==> src/rtl/core/dnsa_pkg.sv <==
// Shared types and constants for the DNS response A-record parser.
// No dependencies; used by every module under rtl/core.
package dnsa_pkg;

  typedef struct packed {
    logic [7:0] data_byte;
    logic       last_byte;
  } in_word_t;

  typedef struct packed {
    logic [1:0]  status;
    logic [31:0] ipv4_address;
  } out_word_t;

  typedef logic [1:0] status_t;

  localparam status_t ST_FOUND = 2'd0;
  localparam status_t ST_NONE  = 2'd1;
  localparam status_t ST_RCODE = 2'd2;
  localparam status_t ST_BAD   = 2'd3;

  typedef enum logic [9:0] {
    PH_HEADER = 10'b0000000001,
    PH_QNAME  = 10'b0000000010,
    PH_QPTR   = 10'b0000000100,
    PH_QFIXED = 10'b0000001000,
    PH_ANAME  = 10'b0000010000,
    PH_APTR   = 10'b0000100000,
    PH_AFIXED = 10'b0001000000,
    PH_RDATA  = 10'b0010000000,
    PH_TRAIL  = 10'b0100000000,
    PH_DONE   = 10'b1000000000
  } phase_t;

  localparam logic [7:0]  RCODE_MASK     = 8'h0F;
  localparam logic [7:0]  PTR_MASK       = 8'hC0;
  localparam logic [3:0]  HDR_LAST_BYTE  = 4'd11;
  localparam logic [3:0]  AFIX_LAST_BYTE = 4'd9;
  localparam logic [3:0]  QFIX_LAST_BYTE = 4'd3;
  localparam logic [15:0] RR_TYPE_A      = 16'd1;
  localparam logic [15:0] RDLEN_A        = 16'd4;

endpackage

==> src/rtl/core/dns_response_a_record_parser.sv <==
// DNS response A-record parser, top level.
// The result word is registered in the output register when the parser consumes the last byte.
// Throughput: one byte per cycle; the input register stalls only while a
// finished result is held and the next message's last byte is waiting.
// Reset (synchronous, high) drops held words and returns parsing to the header.
// Depends on dnsa_pkg, dnsa_in_reg, dnsa_parser, dnsa_out_reg.
module dns_response_a_record_parser #(
  parameter int NAME_BUFFER = 256
) (
  input  logic                clk,
  input  logic                rst,
  input  logic                data_valid,
  output logic                data_stall,
  input  dnsa_pkg::in_word_t  data_word,
  output logic                result_valid,
  input  logic                result_stall,
  output dnsa_pkg::out_word_t result_word
);

  logic                held_valid;
  dnsa_pkg::in_word_t  held_word;
  logic                step;
  logic                out_busy;
  logic                res_load;
  dnsa_pkg::out_word_t res_word;

  assign step = held_valid && !(held_word.last_byte && out_busy);

  dnsa_in_reg u_in_reg (
    .clk        (clk),
    .rst        (rst),
    .valid      (data_valid),
    .word       (data_word),
    .consume    (step),
    .stall      (data_stall),
    .held_valid (held_valid),
    .held_word  (held_word)
  );

  dnsa_parser #(
    .NAME_BUFFER (NAME_BUFFER)
  ) u_parser (
    .clk         (clk),
    .rst         (rst),
    .step        (step),
    .word        (held_word),
    .result_load (res_load),
    .result_word (res_word)
  );

  dnsa_out_reg u_out_reg (
    .clk       (clk),
    .rst       (rst),
    .load      (res_load),
    .load_word (res_word),
    .stall     (result_stall),
    .valid     (result_valid),
    .word      (result_word),
    .busy      (out_busy)
  );

endmodule

==> src/rtl/core/dnsa_in_reg.sv <==
// Input word register for the DNS A-record parser.
// Depends on dnsa_pkg; refills whenever the held word is consumed.
module dnsa_in_reg (
  input  logic             clk,
  input  logic             rst,
  input  logic             valid,
  input  dnsa_pkg::in_word_t word,
  input  logic             consume,
  output logic             stall,
  output logic             held_valid,
  output dnsa_pkg::in_word_t held_word
);

  assign stall = held_valid && !consume;

  always_ff @(posedge clk) begin
    if (rst) begin
      held_valid <= 1'b0;
    end else if (!stall) begin
      held_valid <= valid;
    end
  end

  always_ff @(posedge clk) begin
    if (valid && !stall) begin
      held_word <= word;
    end
  end

endmodule

==> src/rtl/core/dnsa_parser.sv <==
// Parse state and per-word step logic of the DNS A-record parser.
// Depends on dnsa_pkg; emits one result word on each message's last byte.
module dnsa_parser #(
  parameter int NAME_BUFFER = 256
) (
  input  logic               clk,
  input  logic               rst,
  input  logic               step,
  input  dnsa_pkg::in_word_t word,
  output logic               result_load,
  output dnsa_pkg::out_word_t result_word
);

  localparam int LEN_W = $clog2(NAME_BUFFER);
  localparam int SUM_W = $clog2(NAME_BUFFER + 256);
  localparam logic [SUM_W-1:0] NB_LIMIT    = SUM_W'(NAME_BUFFER);
  localparam logic [SUM_W-1:0] NB_DOT_STOP = SUM_W'(NAME_BUFFER - 1);

  dnsa_pkg::phase_t  phase, phase_next;
  logic [3:0]        fcb, fcb_next;
  logic [15:0]       q_left, q_left_next;
  logic [15:0]       a_left, a_left_next;
  logic [7:0]        lbl_left, lbl_left_next;
  logic [LEN_W-1:0]  name_len, name_len_next;
  logic [15:0]       rr_type, rr_type_next;
  logic [15:0]       rd_left, rd_left_next;
  logic [31:0]       addr, addr_next;
  dnsa_pkg::status_t outcome, outcome_next;

  logic [7:0]        b;
  logic [SUM_W-1:0]  len_dot;
  logic [SUM_W-1:0]  len_sum;
  logic [15:0]       a_dec;
  dnsa_pkg::status_t final_status;

  assign b = word.data_byte;

  always_comb begin
    phase_next    = phase;
    fcb_next      = fcb;
    q_left_next   = q_left;
    a_left_next   = a_left;
    lbl_left_next = lbl_left;
    name_len_next = name_len;
    rr_type_next  = rr_type;
    rd_left_next  = rd_left;
    addr_next     = addr;
    outcome_next  = outcome;
    a_dec         = a_left - 16'd1;

    if ((name_len != '0) && (SUM_W'(name_len) < NB_DOT_STOP)) begin
      len_dot = SUM_W'(name_len) + SUM_W'(1);
    end else begin
      len_dot = SUM_W'(name_len);
    end
    len_sum = len_dot + SUM_W'(b);

    case (phase)
      dnsa_pkg::PH_HEADER: begin
        if (fcb == 4'd3 && (b & dnsa_pkg::RCODE_MASK) != 8'd0) begin
          outcome_next = dnsa_pkg::ST_RCODE;
        end
        if (fcb == 4'd4) q_left_next = {b, 8'd0};
        if (fcb == 4'd5) q_left_next = {q_left[15:8], b};
        if (fcb == 4'd6) a_left_next = {b, 8'd0};
        if (fcb == 4'd7) a_left_next = {a_left[15:8], b};
        if (fcb >= dnsa_pkg::HDR_LAST_BYTE) begin
          fcb_next = 4'd0;
          if (outcome_next == dnsa_pkg::ST_RCODE) begin
            phase_next = dnsa_pkg::PH_DONE;
          end else if (q_left_next != 16'd0) begin
            phase_next    = dnsa_pkg::PH_QNAME;
            lbl_left_next = 8'd0;
            name_len_next = '0;
          end else if (a_left_next != 16'd0) begin
            phase_next    = dnsa_pkg::PH_ANAME;
            lbl_left_next = 8'd0;
            name_len_next = '0;
          end else begin
            phase_next = dnsa_pkg::PH_TRAIL;
          end
        end else begin
          fcb_next = fcb + 4'd1;
        end
      end
      dnsa_pkg::PH_QNAME, dnsa_pkg::PH_ANAME: begin
        fcb_next = 4'd1;
        if (lbl_left != 8'd0) begin
          lbl_left_next = lbl_left - 8'd1;
        end else if ((b & dnsa_pkg::PTR_MASK) == dnsa_pkg::PTR_MASK) begin
          phase_next = (phase == dnsa_pkg::PH_QNAME) ? dnsa_pkg::PH_QPTR
                                                     : dnsa_pkg::PH_APTR;
        end else if (b == 8'd0) begin
          phase_next = (phase == dnsa_pkg::PH_QNAME) ? dnsa_pkg::PH_QFIXED
                                                     : dnsa_pkg::PH_AFIXED;
          fcb_next   = 4'd0;
        end else if (len_sum >= NB_LIMIT) begin
          name_len_next = LEN_W'(len_dot);
          outcome_next  = dnsa_pkg::ST_BAD;
          phase_next    = dnsa_pkg::PH_DONE;
        end else begin
          name_len_next = LEN_W'(len_sum);
          lbl_left_next = b;
        end
      end
      dnsa_pkg::PH_QPTR: begin
        phase_next = dnsa_pkg::PH_QFIXED;
        fcb_next   = 4'd0;
      end
      dnsa_pkg::PH_APTR: begin
        phase_next = dnsa_pkg::PH_AFIXED;
        fcb_next   = 4'd0;
      end
      dnsa_pkg::PH_QFIXED: begin
        if (fcb >= dnsa_pkg::QFIX_LAST_BYTE) begin
          q_left_next = q_left - 16'd1;
          if (q_left_next != 16'd0) begin
            phase_next    = dnsa_pkg::PH_QNAME;
            fcb_next      = 4'd0;
            lbl_left_next = 8'd0;
            name_len_next = '0;
          end else if (a_left != 16'd0) begin
            phase_next    = dnsa_pkg::PH_ANAME;
            fcb_next      = 4'd0;
            lbl_left_next = 8'd0;
            name_len_next = '0;
          end else begin
            phase_next = dnsa_pkg::PH_TRAIL;
          end
        end else begin
          fcb_next = fcb + 4'd1;
        end
      end
      dnsa_pkg::PH_AFIXED: begin
        if (fcb == 4'd0) rr_type_next = {b, 8'd0};
        if (fcb == 4'd1) rr_type_next = {rr_type[15:8], b};
        if (fcb == 4'd8) rd_left_next = {b, 8'd0};
        if (fcb == 4'd9) rd_left_next = {rd_left[15:8], b};
        if (fcb >= dnsa_pkg::AFIX_LAST_BYTE) begin
          fcb_next  = 4'd0;
          addr_next = 32'd0;
          if (rd_left_next == 16'd0) begin
            a_left_next = a_dec;
            if (q_left != 16'd0) begin
              phase_next    = dnsa_pkg::PH_QNAME;
              lbl_left_next = 8'd0;
              name_len_next = '0;
            end else if (a_dec != 16'd0) begin
              phase_next    = dnsa_pkg::PH_ANAME;
              lbl_left_next = 8'd0;
              name_len_next = '0;
            end else begin
              phase_next = dnsa_pkg::PH_TRAIL;
            end
          end else begin
            phase_next = dnsa_pkg::PH_RDATA;
          end
        end else begin
          fcb_next = fcb + 4'd1;
        end
      end
      dnsa_pkg::PH_RDATA: begin
        if (rr_type == dnsa_pkg::RR_TYPE_A && rd_left == dnsa_pkg::RDLEN_A) begin
          fcb_next = 4'd1;
        end
        if (fcb_next != 4'd0) begin
          addr_next = {addr[23:0], b};
        end
        rd_left_next = rd_left - 16'd1;
        if (rd_left_next == 16'd0) begin
          if (fcb_next != 4'd0) begin
            outcome_next = dnsa_pkg::ST_FOUND;
            phase_next   = dnsa_pkg::PH_DONE;
          end else begin
            a_left_next = a_dec;
            fcb_next    = 4'd0;
            if (q_left != 16'd0) begin
              phase_next    = dnsa_pkg::PH_QNAME;
              lbl_left_next = 8'd0;
              name_len_next = '0;
            end else if (a_dec != 16'd0) begin
              phase_next    = dnsa_pkg::PH_ANAME;
              lbl_left_next = 8'd0;
              name_len_next = '0;
            end else begin
              phase_next = dnsa_pkg::PH_TRAIL;
            end
          end
        end
      end
      default: begin
      end
    endcase

    case (phase_next)
      dnsa_pkg::PH_HEADER, dnsa_pkg::PH_QPTR,
      dnsa_pkg::PH_APTR, dnsa_pkg::PH_AFIXED: begin
        final_status = dnsa_pkg::ST_BAD;
      end
      dnsa_pkg::PH_QNAME: begin
        final_status = (lbl_left_next != 8'd0) ? dnsa_pkg::ST_BAD : outcome_next;
      end
      dnsa_pkg::PH_ANAME: begin
        final_status = (fcb_next != 4'd0) ? dnsa_pkg::ST_BAD : outcome_next;
      end
      default: begin
        final_status = outcome_next;
      end
    endcase
  end

  assign result_load              = step && word.last_byte;
  assign result_word.status       = final_status;
  assign result_word.ipv4_address = (final_status == dnsa_pkg::ST_FOUND) ? addr_next : 32'd0;

  always_ff @(posedge clk) begin
    if (rst || result_load) begin
      phase    <= dnsa_pkg::PH_HEADER;
      fcb      <= 4'd0;
      q_left   <= 16'd0;
      a_left   <= 16'd0;
      lbl_left <= 8'd0;
      name_len <= '0;
      rr_type  <= 16'd0;
      rd_left  <= 16'd0;
      addr     <= 32'd0;
      outcome  <= dnsa_pkg::ST_NONE;
    end else if (step) begin
      phase    <= phase_next;
      fcb      <= fcb_next;
      q_left   <= q_left_next;
      a_left   <= a_left_next;
      lbl_left <= lbl_left_next;
      name_len <= name_len_next;
      rr_type  <= rr_type_next;
      rd_left  <= rd_left_next;
      addr     <= addr_next;
      outcome  <= outcome_next;
    end
  end

endmodule

==> src/rtl/core/dnsa_out_reg.sv <==
// Result register for the DNS A-record parser.
// Depends on dnsa_pkg; holds a result word until the consumer takes it.
module dnsa_out_reg (
  input  logic                clk,
  input  logic                rst,
  input  logic                load,
  input  dnsa_pkg::out_word_t load_word,
  input  logic                stall,
  output logic                valid,
  output dnsa_pkg::out_word_t word,
  output logic                busy
);

  assign busy = valid && stall;

  always_ff @(posedge clk) begin
    if (rst) begin
      valid <= 1'b0;
    end else if (load) begin
      valid <= 1'b1;
    end else if (!stall) begin
      valid <= 1'b0;
    end
  end

  always_ff @(posedge clk) begin
    if (load) begin
      word <= load_word;
    end
  end

endmodule

==> config.mk <==
export PLATFORM = sky130hd
export DESIGN_NAME = dns_response_a_record_parser
export DESIGN_NICKNAME = d
export VERILOG_FILES = /design/src/rtl/core/dnsa_pkg.sv /design/src/rtl/core/dns_response_a_record_parser.sv /design/src/rtl/core/dnsa_in_reg.sv /design/src/rtl/core/dnsa_parser.sv /design/src/rtl/core/dnsa_out_reg.sv
export SDC_FILE = /design/constraint.sdc
export NUM_CORES = 1
export LEC_CHECK = 0
export BUFFER_PORTS_ARGS = -buffer_cell sky130_fd_sc_hd__buf_4
export CAP_MARGIN = 15
export CORE_ASPECT_RATIO = 1.1
export CORE_MARGIN = 2
export CORE_UTILIZATION = 68
export CTS_CLUSTER_DIAMETER = 100
export CTS_CLUSTER_SIZE = 25
export DETAILED_ROUTE_END_ITERATION = 10
export GPL_TIMING_DRIVEN = 0
export PLACE_DENSITY_LB_ADDON = 0.12
export SLEW_MARGIN = 20
export SYNTH_ARGS = -nofsm -noshare
export SYNTH_HDL_FRONTEND = slang
export SYNTH_SLANG_ARGS = --single-unit
==> constraint.sdc <==
create_clock -name clk -period 11.8 [get_ports clk]
set_clock_uncertainty 0.15 [all_clocks]
set_input_delay 2.36 -clock clk [delete_from_list [all_inputs] [get_ports clk]]
set_output_delay 2.36 -clock clk [all_outputs]
set_load 0.005 [all_outputs]
**After elaboration in Yosys (flattened, before gate mapping)**

Cells that the tools add are included.
W data, S select, Z words.

- Muxes and demuxes: 106
- Equal/unequal tests: 39
- Bitwise gates (word level): 1
- Order comparisons: 5
- Add/subtract/negate cells: 7
- Reduce and logical (&&, ||, !) cells: 44

Operators by type and width:

| cell | number |
|---|---|
| $mux W8 | 36 |
| $mux W16 | 14 |
| $mux W10 | 14 |
| $reduce_bool A16 Y1 | 6 |
| $pmux W8 S5 | 2 |
| $pmux W10 S7 | 1 |
| $mux W32 | 2 |
| $pmux W16 S2 | 2 |
| $pmux W32 S2 | 1 |
| $pmux W16 S3 | 1 |
| $sub A16 B1 Y16 const B | 3 |
| $mux W4 | 11 |
| $mux W9 | 4 |
| $logic_not A16 Y1 | 2 |
| $reduce_bool A8 Y1 | 4 |
| $pmux W4 S6 | 1 |
| $eq A10 B1 Y1 const B | 2 |
| $eq A10 B2 Y1 const B | 2 |
| $eq A10 B3 Y1 const B | 2 |
| $eq A10 B5 Y1 const B | 2 |
| $eq A10 B6 Y1 const B | 2 |
| $eq A10 B7 Y1 const B | 2 |
| $mux W2 | 10 |
| $eq A16 B1 Y1 const B | 1 |
| other kinds (41) | 75 |

- Bits in registers: 173
- Bits of input ports: 13

**Logic depth before layout (Yosys ltp)**

Gate-level depths: netlist of the first run.

- Word-level depth: 14
- Depth in mapped cells: 20
- Gate-level depth less buffers: 18

**Cells and area by module**

Synthesis of the first run repeated with hierarchy kept, for this count alone.

- Cells, all modules: 1324
- Area, all modules: 10800.4 um^2

Modules (own cells, without submodules):

| module | area each (um^2) | cells an instance | times used |
|---|---|---|---|
| dnsa_parser | 9411.5 | 1272 | 1 |
| dnsa_out_reg | 1057.3 | 38 | 1 |
| dnsa_in_reg | 320.3 | 13 | 1 |
| dns_response_a_record_parser | 11.3 | 1 | 1 |

**Least setup slack after synthesis of the first run**

No wires, ideal clock.

- Path kind: input to output
- Start point: input port result_stall
- End point: output port data_stall
- Setup slack: 6749 ps
- Data arrival time: 2541 ps
- Data required time: 9290 ps
- Cell stages on the path: 2
- Buffers on the path: 0
- Cells stage by stage: nand4_1 > inv_1

- Cells in the longest elaborated chain, start to end: 6

Ends and longest elaborated chain:

| what | line | text |
|---|---|---|
| start: declaration | dns_response_a_record_parser.sv:16 | `input logic result_stall,` |
| $logic_and A1 B1 Y1 | dnsa_out_reg.sv:14 | `assign busy = valid && stall;` |
| $logic_and A1 B1 Y1 | dns_response_a_record_parser.sv:27 | `assign step = held_valid && !(held_word.last_byte && out_busy);` |
| $logic_not A1 Y1 | dns_response_a_record_parser.sv:27 |  |
| $logic_and A1 B1 Y1 | dns_response_a_record_parser.sv:27 |  |
| $logic_not A1 Y1 | dnsa_in_reg.sv:14 | `assign stall = held_valid && !consume;` |
| $logic_and A1 B1 Y1 | dnsa_in_reg.sv:14 |  |
| end: declaration | dns_response_a_record_parser.sv:13 | `output logic data_stall,` |

Every way passes these cells.

**Final worst setup path of the first run**

- Start point: register u_parser.name_len[3]
- End point: register u_out_reg.word[30] (netlist name), data pin

- Cells in the longest elaborated chain, start to end: 14
- Elaborated cells on any way between the ends: 34
- Those cells by class: 2 x add/sub; 2 x order compare; 6 x eq/ne; 19 x mux; 5 x reduce/logical

Ends and longest elaborated chain:

| what | line | text |
|---|---|---|
| start: declaration | dnsa_parser.sv:24 | `logic [LEN_W-1:0] name_len, name_len_next;` |
| start signal: assignment | dnsa_parser.sv:234 | `name_len <= name_len_next;` |
| $lt A8 B8 Y1 or $reduce_bool A8 Y1 (tied branches) | dnsa_parser.sv:51 | `if ((name_len != '0) && (SUM_W'(name_len) < NB_DOT_STOP)) begin` |
| $logic_and A1 B1 Y1 | dnsa_parser.sv:51 |  |
| $mux W9 * | dnsa_parser.sv:51 |  |
| $add A9 B8 Y9 * | dnsa_parser.sv:56 | `len_sum = len_dot + SUM_W'(b);` |
| $ge A9 B9 Y1 * | dnsa_parser.sv:97 | `end else if (len_sum >= NB_LIMIT) begin` |
| $mux W10 or $mux W8 (tied branches) | dnsa_parser.sv:97 |  |
| $mux W10 or $mux W8 (tied branches) | dnsa_parser.sv:93 | `end else if (b == 8'd0) begin` |
| $mux W10 or $mux W8 (tied branches) | dnsa_parser.sv:90 | `end else if ((b & dnsa_pkg::PTR_MASK) == dnsa_pkg::PTR_MASK) begin` |
| $mux W10 or $mux W8 (tied branches) | dnsa_parser.sv:88 | `if (lbl_left != 8'd0) begin` |
| $pmux W10 S7 or $pmux W8 S5 (tied branches) | dnsa_parser.sv:58 | `case (phase)` |
| $eq A10 B1 Y1 (tied with other cells) | dnsa_parser.sv:195 | `case (phase_next)` |
| $reduce_or A4 Y1 or $mux W2 (tied branches) | dnsa_parser.sv:195, dnsa_parser.sv:201 |  |
| $pmux W2 S3 * | dnsa_parser.sv:195 |  |
| $logic_not A2 Y1 * | dnsa_parser.sv:214 | `assign result_word.ipv4_address = (final_status == dnsa_pkg::ST_FOUND) ? addr_next : 32'd0;` |
| end signal: assignment | dnsa_out_reg.sv:28 | `word <= load_word;` |
| end: declaration | dnsa_out_reg.sv:10 | `output dnsa_pkg::out_word_t word,` |

Mark *: on every way between the ends. The rest lies on a longest branch, timed or not.
A chain may end at the register's enable or synchronous reset.

==> metrics.md, run 1 <==
| Metric | Value |
|---|---|
| PD cells | between 100 and 150 nW/um^2 |
| R2R Setup Slk | 5.78 ns |
| Post-CTS Setup Inserts | 0 |
| Power, Total | 1360 uW |
| Vias per cell | 6.98 |
| CTS tree | yes |
| Residual DRC count | 0 |
| Post-synth EDFFs | 43 |
| Die Width | 126 um |
| Syn Inst Count | 1430 |
| Main synth FF type | dfxtp_1 |
| Reg2Reg Depth | 18 |
| Worst rel slew slack | 27.1% |
| HP Class | flop to flop |
| Tmin final | about 6 ns |
| Routed wire per std cell | 21.3 um |
| Dpl hpwl | 25700 um |
| Initial detailed-routing violation count | 1949 |
| Critical Path AT | between 6 and 7 ns |
| DR pass1 iterations | 6 |
| Yosys top cell area share | 23.3% |
| GPL Wtd Cong | 1.05 |
| Average size of a mapped cell | 7.80 sq um |
| Critical Path End | u_out_reg.word[30] |
| Synth Cell Area | about 11000 sq um |
| Leak Pwr | 0.00438 uW |
| First-pass GRT wire length | about 58000 um |
| CTS Buf Count | 17 |
| Worst Max-Slew Pin Slew | 1.09 ns |
| Max-Cap Viols | 0 |
| Max rail drop VDD | between 0.0001 and 0.00015 V |
| Critical path class | flop to flop |
| Post-route insts no fill | between 1500 and 2000 |
| Hold slack | 0.307 ns |
| Synth Warn # | 0 |
| Reg2Reg Capture Point | u_out_reg.word[30] |
| Congestion Overflow GR | 0 |
| Cell count after placement | 1683 |
| IO Pins | 49 |
| Final setup fails | 0 |
| IO Port Bufs | 48 |
| Yosys cell types | 89 |
| Root Driver | clkbuf_16 |
| Clk sinks | about 170 |
| CP Max Fanout | 10 |
| Top cells by area, synth | dfxtp_1, edfxtp_1, nor2_1 |
| Most common cell in the netlist | nor2_1 |
| Crit path launch type | flop |
| Synth-to-layout area growth | 11.3% |
| Final wirelength | 36600 um |
| Outcome | finished clean |
| Async set or reset register ratio after synthesis | 0% |
| Die Area | 17500 sq um |
| CP startpoint | u_parser.name_len[3] |
| Crit path required time | between 10 and 15 ns |
| FMAX | 0.166 GHz |
| Worst-skew pair later-pin latency | about 0.45 ns |
| FF-to-FF Start | u_parser.name_len[3] |
| Share of layout cells above drive strength 1 | 8.87% |
| Seq/Total Area, Yosys | around a third |
| # hold bufs at CTS | 0 |
| Top cells by count, synth | nor2_1, nand2_1, dfxtp_1, a21oi_1, clkbuf_1 |
| Largest area contributor in the netlist | dfxtp_1 |
| Largest net degree at the start of global routing | 35 |
| RSZ-0062 raised after global routing | no |
| Vias | 11985 |
| Hold Violations, Final | 0 |
| CP Capture Type | flop |
| Initial antenna violation count | 0 |
| Final worst path period share | approximately half |
| Setup TNS | 0 ns |
| Vias in the first global route | 11091 |
| Resize count post-CTS | 0 |
| Core area | 16200 sq um |
| DRT antenna net count | 0 |
| CTS Buffer Depth | 2 |
| Syn nets | ~1500 |
| Die H | 138 um |
| H-tree depth | 4 |
| Initial Util | 68.9% |
| Register bit total from synthesis | approximately 170 |
| Global Route Usage Sum | 41.2% |
| Fin. max-slew vios | 0 |
| Num rows | 49 |
| CTS clock-pin slew for the worst setup and hold paths | 0.08 ns |
| Nets | 1536 |
placed cells by master, fill, tap and decap left out, types with 14 or more instances in the layout:
master and count:
xnor2_1 17, nand3_1 40, nand2_1 144, a22o_1 23, a22oi_1 32, edfxtp_1 43
ha_1 24, buf_4 49, or4_1 14, o21ai_0 87, dfxtp_1 130, o211ai_1 24
nor2_1 181, nor3_1 57, nand4_1 54, nor4_1 29, a211oi_1 23, or3_1 17
a21oi_1 112, clkbuf_1 103, mux2i_1 14, clkbuf_16 17, inv_1 24
stage by stage:
stage	worst slack (ns)	utilization [%]	instance area (sq um)
floorplan	6.75	-	11200
global placement	5.99	72.7	11800
detailed placement	5.95	72.9	11800
CTS	5.90	76.7	12400
global route	5.30	76.7	12400
finish	5.78	76.8	12400
layer usage:
metal | track usage [%] | part of all wire, %
met1 | 53.1 | 37
met2 | 63.8 | 44
met3 | 8.67 | 13
met4 | 24.1 | 5.8
met5 | 0 | 0
state kept, by name, summed over array words and instances (netlist names):
signal               flops
u_parser.outcome         2
u_parser.lbl_left        8
u_parser.q_left         16
u_parser.rr_type        16
u_in_reg.held_word       9
u_parser.a_left         16
u_parser.addr           32
u_in_reg.held_valid      1
u_out_reg.word          34
u_parser.fcb             4
u_parser.rd_left        16
u_parser.phase          10
u_out_reg.valid          1
u_parser.name_len        8
power by group:
group	internal [uW]	switching, uW	total, uW
clock	325	277	603
combinational	43.5	98.0	142
sequential	612	6.76	619
cells by family after synthesis:
group           share of synthesized area (%)
simple gates                             29.0
compound gates                           24.2
flops                                    34.9
buf+inv                                  5.36
xor+xnor                                 2.35
fa+ha+maj                                2.87
mux                                      1.36
worst max-delay path, stage by stage (launching register included):
cell,delay (ns)
dfxtp_1,0.30
clkbuf_1,0.18
or4_1,0.53
nor4b_1,0.28
a31oi_1,0.16
o21ai_0,0.49
fa_1,0.34
a211oi_1,0.12
o211ai_1,0.21
and2_1,0.20
clkbuf_1,0.41
o21ai_0,0.22
a211o_1,0.28
nor4_1,0.43
nand2_1,0.12
o311ai_2,0.66
clkbuf_1,0.46
nand4_1,0.16
nor2_1,0.15
layout make-up:
| type | instances | area (sq um) |
|---|---|---|
| clock inverters | 14 | 193 |
| repair buffers | 49 | 380 |
| flip-flops and latches | 173 | 3890 |
| inverters | 24 | 90.1 |
| fillers | 1204 | 3760 |
| multi-input cells | 1109 | 6670 |
| plain buffers | 124 | 509 |
| diodes | 1 | 2.50 |
| well taps | 204 | 255 |
| clock buffers | 18 | 429 |
how the worst min path moves through the flow:
stage,start,endpoint,slack [ns],cells past startpoint
3_3_place_gp,u_parser.rr_type[1],u_parser.rr_type[1],0.29,2
2_1_floorplan,u_parser.rr_type[0],u_parser.rr_type[0],0.28,2
4_1_cts,u_parser.rr_type[0],u_parser.rr_type[0],0.31,2
6_report,u_parser.rr_type[6],u_parser.rr_type[6],0.31,2
3_5_place_dp,u_parser.rr_type[0],u_parser.rr_type[0],0.30,2
5_1_grt,u_parser.rr_type[0],u_parser.rr_type[0],0.33,2
Power figures use the tool's default switching activity.
==> run 2, diff against run 1 <==
--- a/config.mk
+++ b/config.mk
@@ -5,11 +5,12 @@
 export SDC_FILE = /design/constraint.sdc
 export NUM_CORES = 1
 export LEC_CHECK = 0
+export ABC_AREA = 1
 export BUFFER_PORTS_ARGS = -buffer_cell sky130_fd_sc_hd__buf_4
 export CAP_MARGIN = 15
 export CORE_ASPECT_RATIO = 1.1
 export CORE_MARGIN = 2
-export CORE_UTILIZATION = 68
+export CORE_UTILIZATION = 63
 export CTS_CLUSTER_DIAMETER = 100
 export CTS_CLUSTER_SIZE = 25
 export DETAILED_ROUTE_END_ITERATION = 10
==> constraint.sdc (replaced) <==
create_clock -name clk -period 6.3 [get_ports clk]
set_clock_uncertainty 0.15 [all_clocks]
set_input_delay 1.26 -clock clk [delete_from_list [all_inputs] [get_ports clk]]
set_output_delay 1.26 -clock clk [all_outputs]
set_load 0.005 [all_outputs]
==> metrics.md, run 2 <==
| Metric | Value |
|---|---|
| Outcome | finished clean |
| FF-to-FF Start | u_parser.name_len[0] |
| CTS tree | yes |
| Syn Inst Count | 1806 (+26%) |
| Vias | 12949 (+8.0%) |
| CTS Buf Count | 17 (unchanged) |
| DP Area | 12400 sq um (+5.3%) |
| Worst rel slew slack | 41.7% (+15 points) |
| Fillers | 1609 (+34%) |
| R2R Setup Slk | 0.41 ns (-5.37 ns) |
| Crit path required time | 6.46 ns (-5.49 ns) |
| Pre-CTS WS | 0.728 ns (-5.22 ns) |
| Tmin final | 5.89 ns (-0.130 ns) |
| H-tree depth | 4 (unchanged) |
| Top cells by count, synth | nand2_1, inv_1, nor2_1, a21oi_1, dfxtp_1 |
| Root Driver | clkbuf_16 |
| IO Pins | 49 (unchanged) |
| DR pass1 iterations | 6 (unchanged) |
| Num rows | 52 (+6.1%) |
| Int Power | 2000 uW (+100%) |
| Synth-to-layout area growth | 11.2% |
| Synth Warn # | 0 (unchanged) |
| Dpl hpwl | 28800 um (+12%) |
| Share of power burned in combinational logic | 25.9% (+16 points) |
| Initial Util | 64.0% (-4.9 points) |
| Power, Total | 3220 uW (+140%) |
| First-pass GRT wire length | 60500 um (+4.6%) |
| CP Capture Type | flop |
| Critical path class | flop to flop |
| FMAX | 0.170 GHz (+2.2%) |
| Synth Cell Area | 11700 sq um (+5.3%) |
| Setup ws final | 0.412 ns (-5.37 ns) |
| Post-synth EDFFs | 43 (unchanged) |
| Share of layout cells above drive strength 1 | 8.01% (-0.86 points) |
| Critical Path End | u_out_reg.word[30] |
| Design area | 13100 sq um (+5.1%) |
| Met3 WL | 3660 um (-21%) |
| IO Port Bufs | 48 (unchanged) |
| Largest area contributor in the netlist | dfxtp_1 |
| Clock group share of total power | 35.3% (-8.9 points) |
| Biggest regs | u_out_reg.word: 34 flops, u_parser.addr: 32 flops |
| Vias in the first global route | 11843 (+6.8%) |
| Max incr delay on CP | 0.56 ns (-0.10 ns) |
| Die Area | 19800 sq um (+13%) |
| Switch share | 37.8% (+9.8 points) |
| Seq pwr share | 38.8% (-6.6 points) |
| Max-Cap Viols | 0 (unchanged) |
| CP startpoint | u_parser.name_len[0] |
| Max rail drop VDD | 0.000198 V (+89%) |
| Final setup fails | 0 (unchanged) |
| Yosys cell types | 47 (-47%) |
| Most used cell along the critical path | nand2_1 |
| Hold Violations, Final | 0 (unchanged) |
| CTS clock-pin slew for the worst setup and hold paths | 0.08 ns (about the same) |
| Register bit total from synthesis | 173 (unchanged) |
| Main synth FF type | dfxtp_1 |
| CP max stage cell | nor2_1 |
| Sw power | 1220 uW (+220%) |
| Clk sinks | 173 (unchanged) |
| Top cells by area, synth | dfxtp_1, nand2_1, edfxtp_1 |
| GPL Wtd Cong | 1.04 (about the same) |
| Largest register FFs | 34 (unchanged) |
| Reg2Reg Capture Point | u_out_reg.word[30] |
| Average size of a mapped cell | 6.50 sq um (-17%) |
| CTS Buffer Depth | 2 (unchanged) |
| Leak Pwr | 0.00585 uW (+34%) |
| Vias per cell | 6.08 (-13%) |
| Fin. max-slew vios | 0 (unchanged) |
| Congestion Overflow GR | 0 (unchanged) |
| Global Route Usage Sum | 38.6% (-2.6 points) |
| Die H | 147 um (+6.4%) |
| Core area | 18300 sq um (+13%) |
| Most common cell after layout, fill and taps aside | nand2_1 |
| Syn nets | 1844 (+26%) |
| Async set or reset register ratio after synthesis | 0% (unchanged) |
| M1 WL | 15200 um (+12%) |
| RSZ-0062 raised after global routing | no |
| Routed wire per std cell | 18.0 um (-16%) |
| Seq/Total Area, Yosys | 33.1% (-1.8 points) |
| Hold slack | 0.323 ns (+0.0162 ns) |
| # hold bufs at CTS | 0 (unchanged) |
| Final wirelength | 38300 um (+4.8%) |
| Resize count post-CTS | 0 (unchanged) |
| CP Max Fanout | 10 (unchanged) |
| Residual DRC count | 0 (unchanged) |
| Uppermost routed layer | met4 |
| Commonest cells after routing, fill and taps aside | nand2_1, inv_1, nor2_1, a21oi_1, dfxtp_1 |
| Initial antenna violation count | 0 (unchanged) |
| HP Class | flop to flop |
| Critical Path AT | 6.05 ns (-0.12 ns) |
| Initial detailed-routing violation count | 1697 (-13%) |
| Largest net degree at the start of global routing | 36 (+2.9%) |
| Register with the most flip-flops | u_out_reg.word |
| Most common cell in the netlist | nand2_1 |
| Crit path launch type | flop |
| PD cells | 246 nW/um^2 (+120%) |
| DRT antenna net count | 0 (unchanged) |
| Worst Max-Slew Pin Slew | 0.875 ns (-0.218 ns) |
| Post-CTS Setup Inserts | 0 (unchanged) |
| Nets | 1911 (+24%) |
| Worst-skew pair later-pin latency | 0.45 ns (about the same) |
| Reg2Reg Depth | 31 (+13) |
| Setup TNS | 0 ns (unchanged) |
| Final worst path period share | 93.5% (+42 points) |
| Yosys top cell area share | 22.2% (-1.2 points) |
| Die Width | 134 um (+6.4%) |
| # diodes | 0 (-1) |
| Met2 routed WL | 17600 um (+8.5%) |
## run 2: changes by cell type in the layout (fill, tap and decap cells not counted), moves of 23 or more
cell,change
o22ai_1,+25
a22o_1,-23
nand2_1,+265
nor3_1,-30
inv_1,+230
nand4_1,-26
nand3_1,+76
nor2_2,+38
clkbuf_1,-51
o21ai_0,+42
a22oi_1,-32
## run 2: how the worst min path moves through the flow
stage	startpoint	slack, ns	depth (start not counted)	to
2_1_floorplan	u_parser.rr_type[2]	0.28	2	u_parser.rr_type[2]
3_3_place_gp	u_parser.rr_type[2]	0.30	2	u_parser.rr_type[2]
3_5_place_dp	u_parser.rr_type[5]	0.31	2	u_parser.rr_type[5]
4_1_cts	u_parser.rr_type[5]	0.32	2	u_parser.rr_type[5]
5_1_grt	u_parser.rr_type[5]	0.35	2	u_parser.rr_type[5]
6_report	u_parser.rr_type[5]	0.32	2	u_parser.rr_type[5]
## run 2: power by group through the flow
stage	logic (uW)	registers, uW	clock network (uW)
finish	833	1250	1140
global route	928	1250	1170
CTS	813	1240	1130
detailed placement	806	1270	0
global placement	789	1270	0
floorplan	593	1250	0
## run 2: critical path: cells and delay by family, from the launching register on
kind	cells	cell delay [ns]
xor gates and xnor gates	1	0.23
and+or+nand+nor	19	3.07
DFF	1	0.33
AOI/OAI and AO/OA	5	1.00
adders and majority gates	2	0.52
buffers and inverters	4	0.44
## run 2: area by class of cell
class	instances	area, sq um	area share (%)
well taps	243	304	2.33
repair buffers	48	360	2.76
clock inverters	15	211	1.62
plain buffers	63	290	2.22
multi-input cells	1308	6590	50.5
flip-flops and latches	173	3890	29.8
clock buffers	17	425	3.26
inverters	262	983	7.53
## run 2: layer usage
layer	track usage, %	vias to the layer above
li1	-	6195
met2	63.3	731
met5	0	-
met1	49.7	5896
met3	5.18	127
met4	19.5	0
## run 2: cells by family (layout without fill, tap and decap cells)
family	count (synthesis)	in the layout	share of synthesized area (%)
adder cells (fa/ha/maj)	25	25	2.73
XOR/XNOR	16	16	1.19
AND/OR/NAND/NOR	857	857	31.9
flip-flops	173	173	33.1
AO/OA/AOI/OAI	410	410	20.2
buffers and inverters	325	405	10.8
## run 2: through the flow
stage	util (%)	std cells
final	71.2	2129
after global routing	71.2	2129
after CTS	71.2	2129
after detailed placement	67.7	2097
after global placement	67.6	2097
after floorplan	-	1806
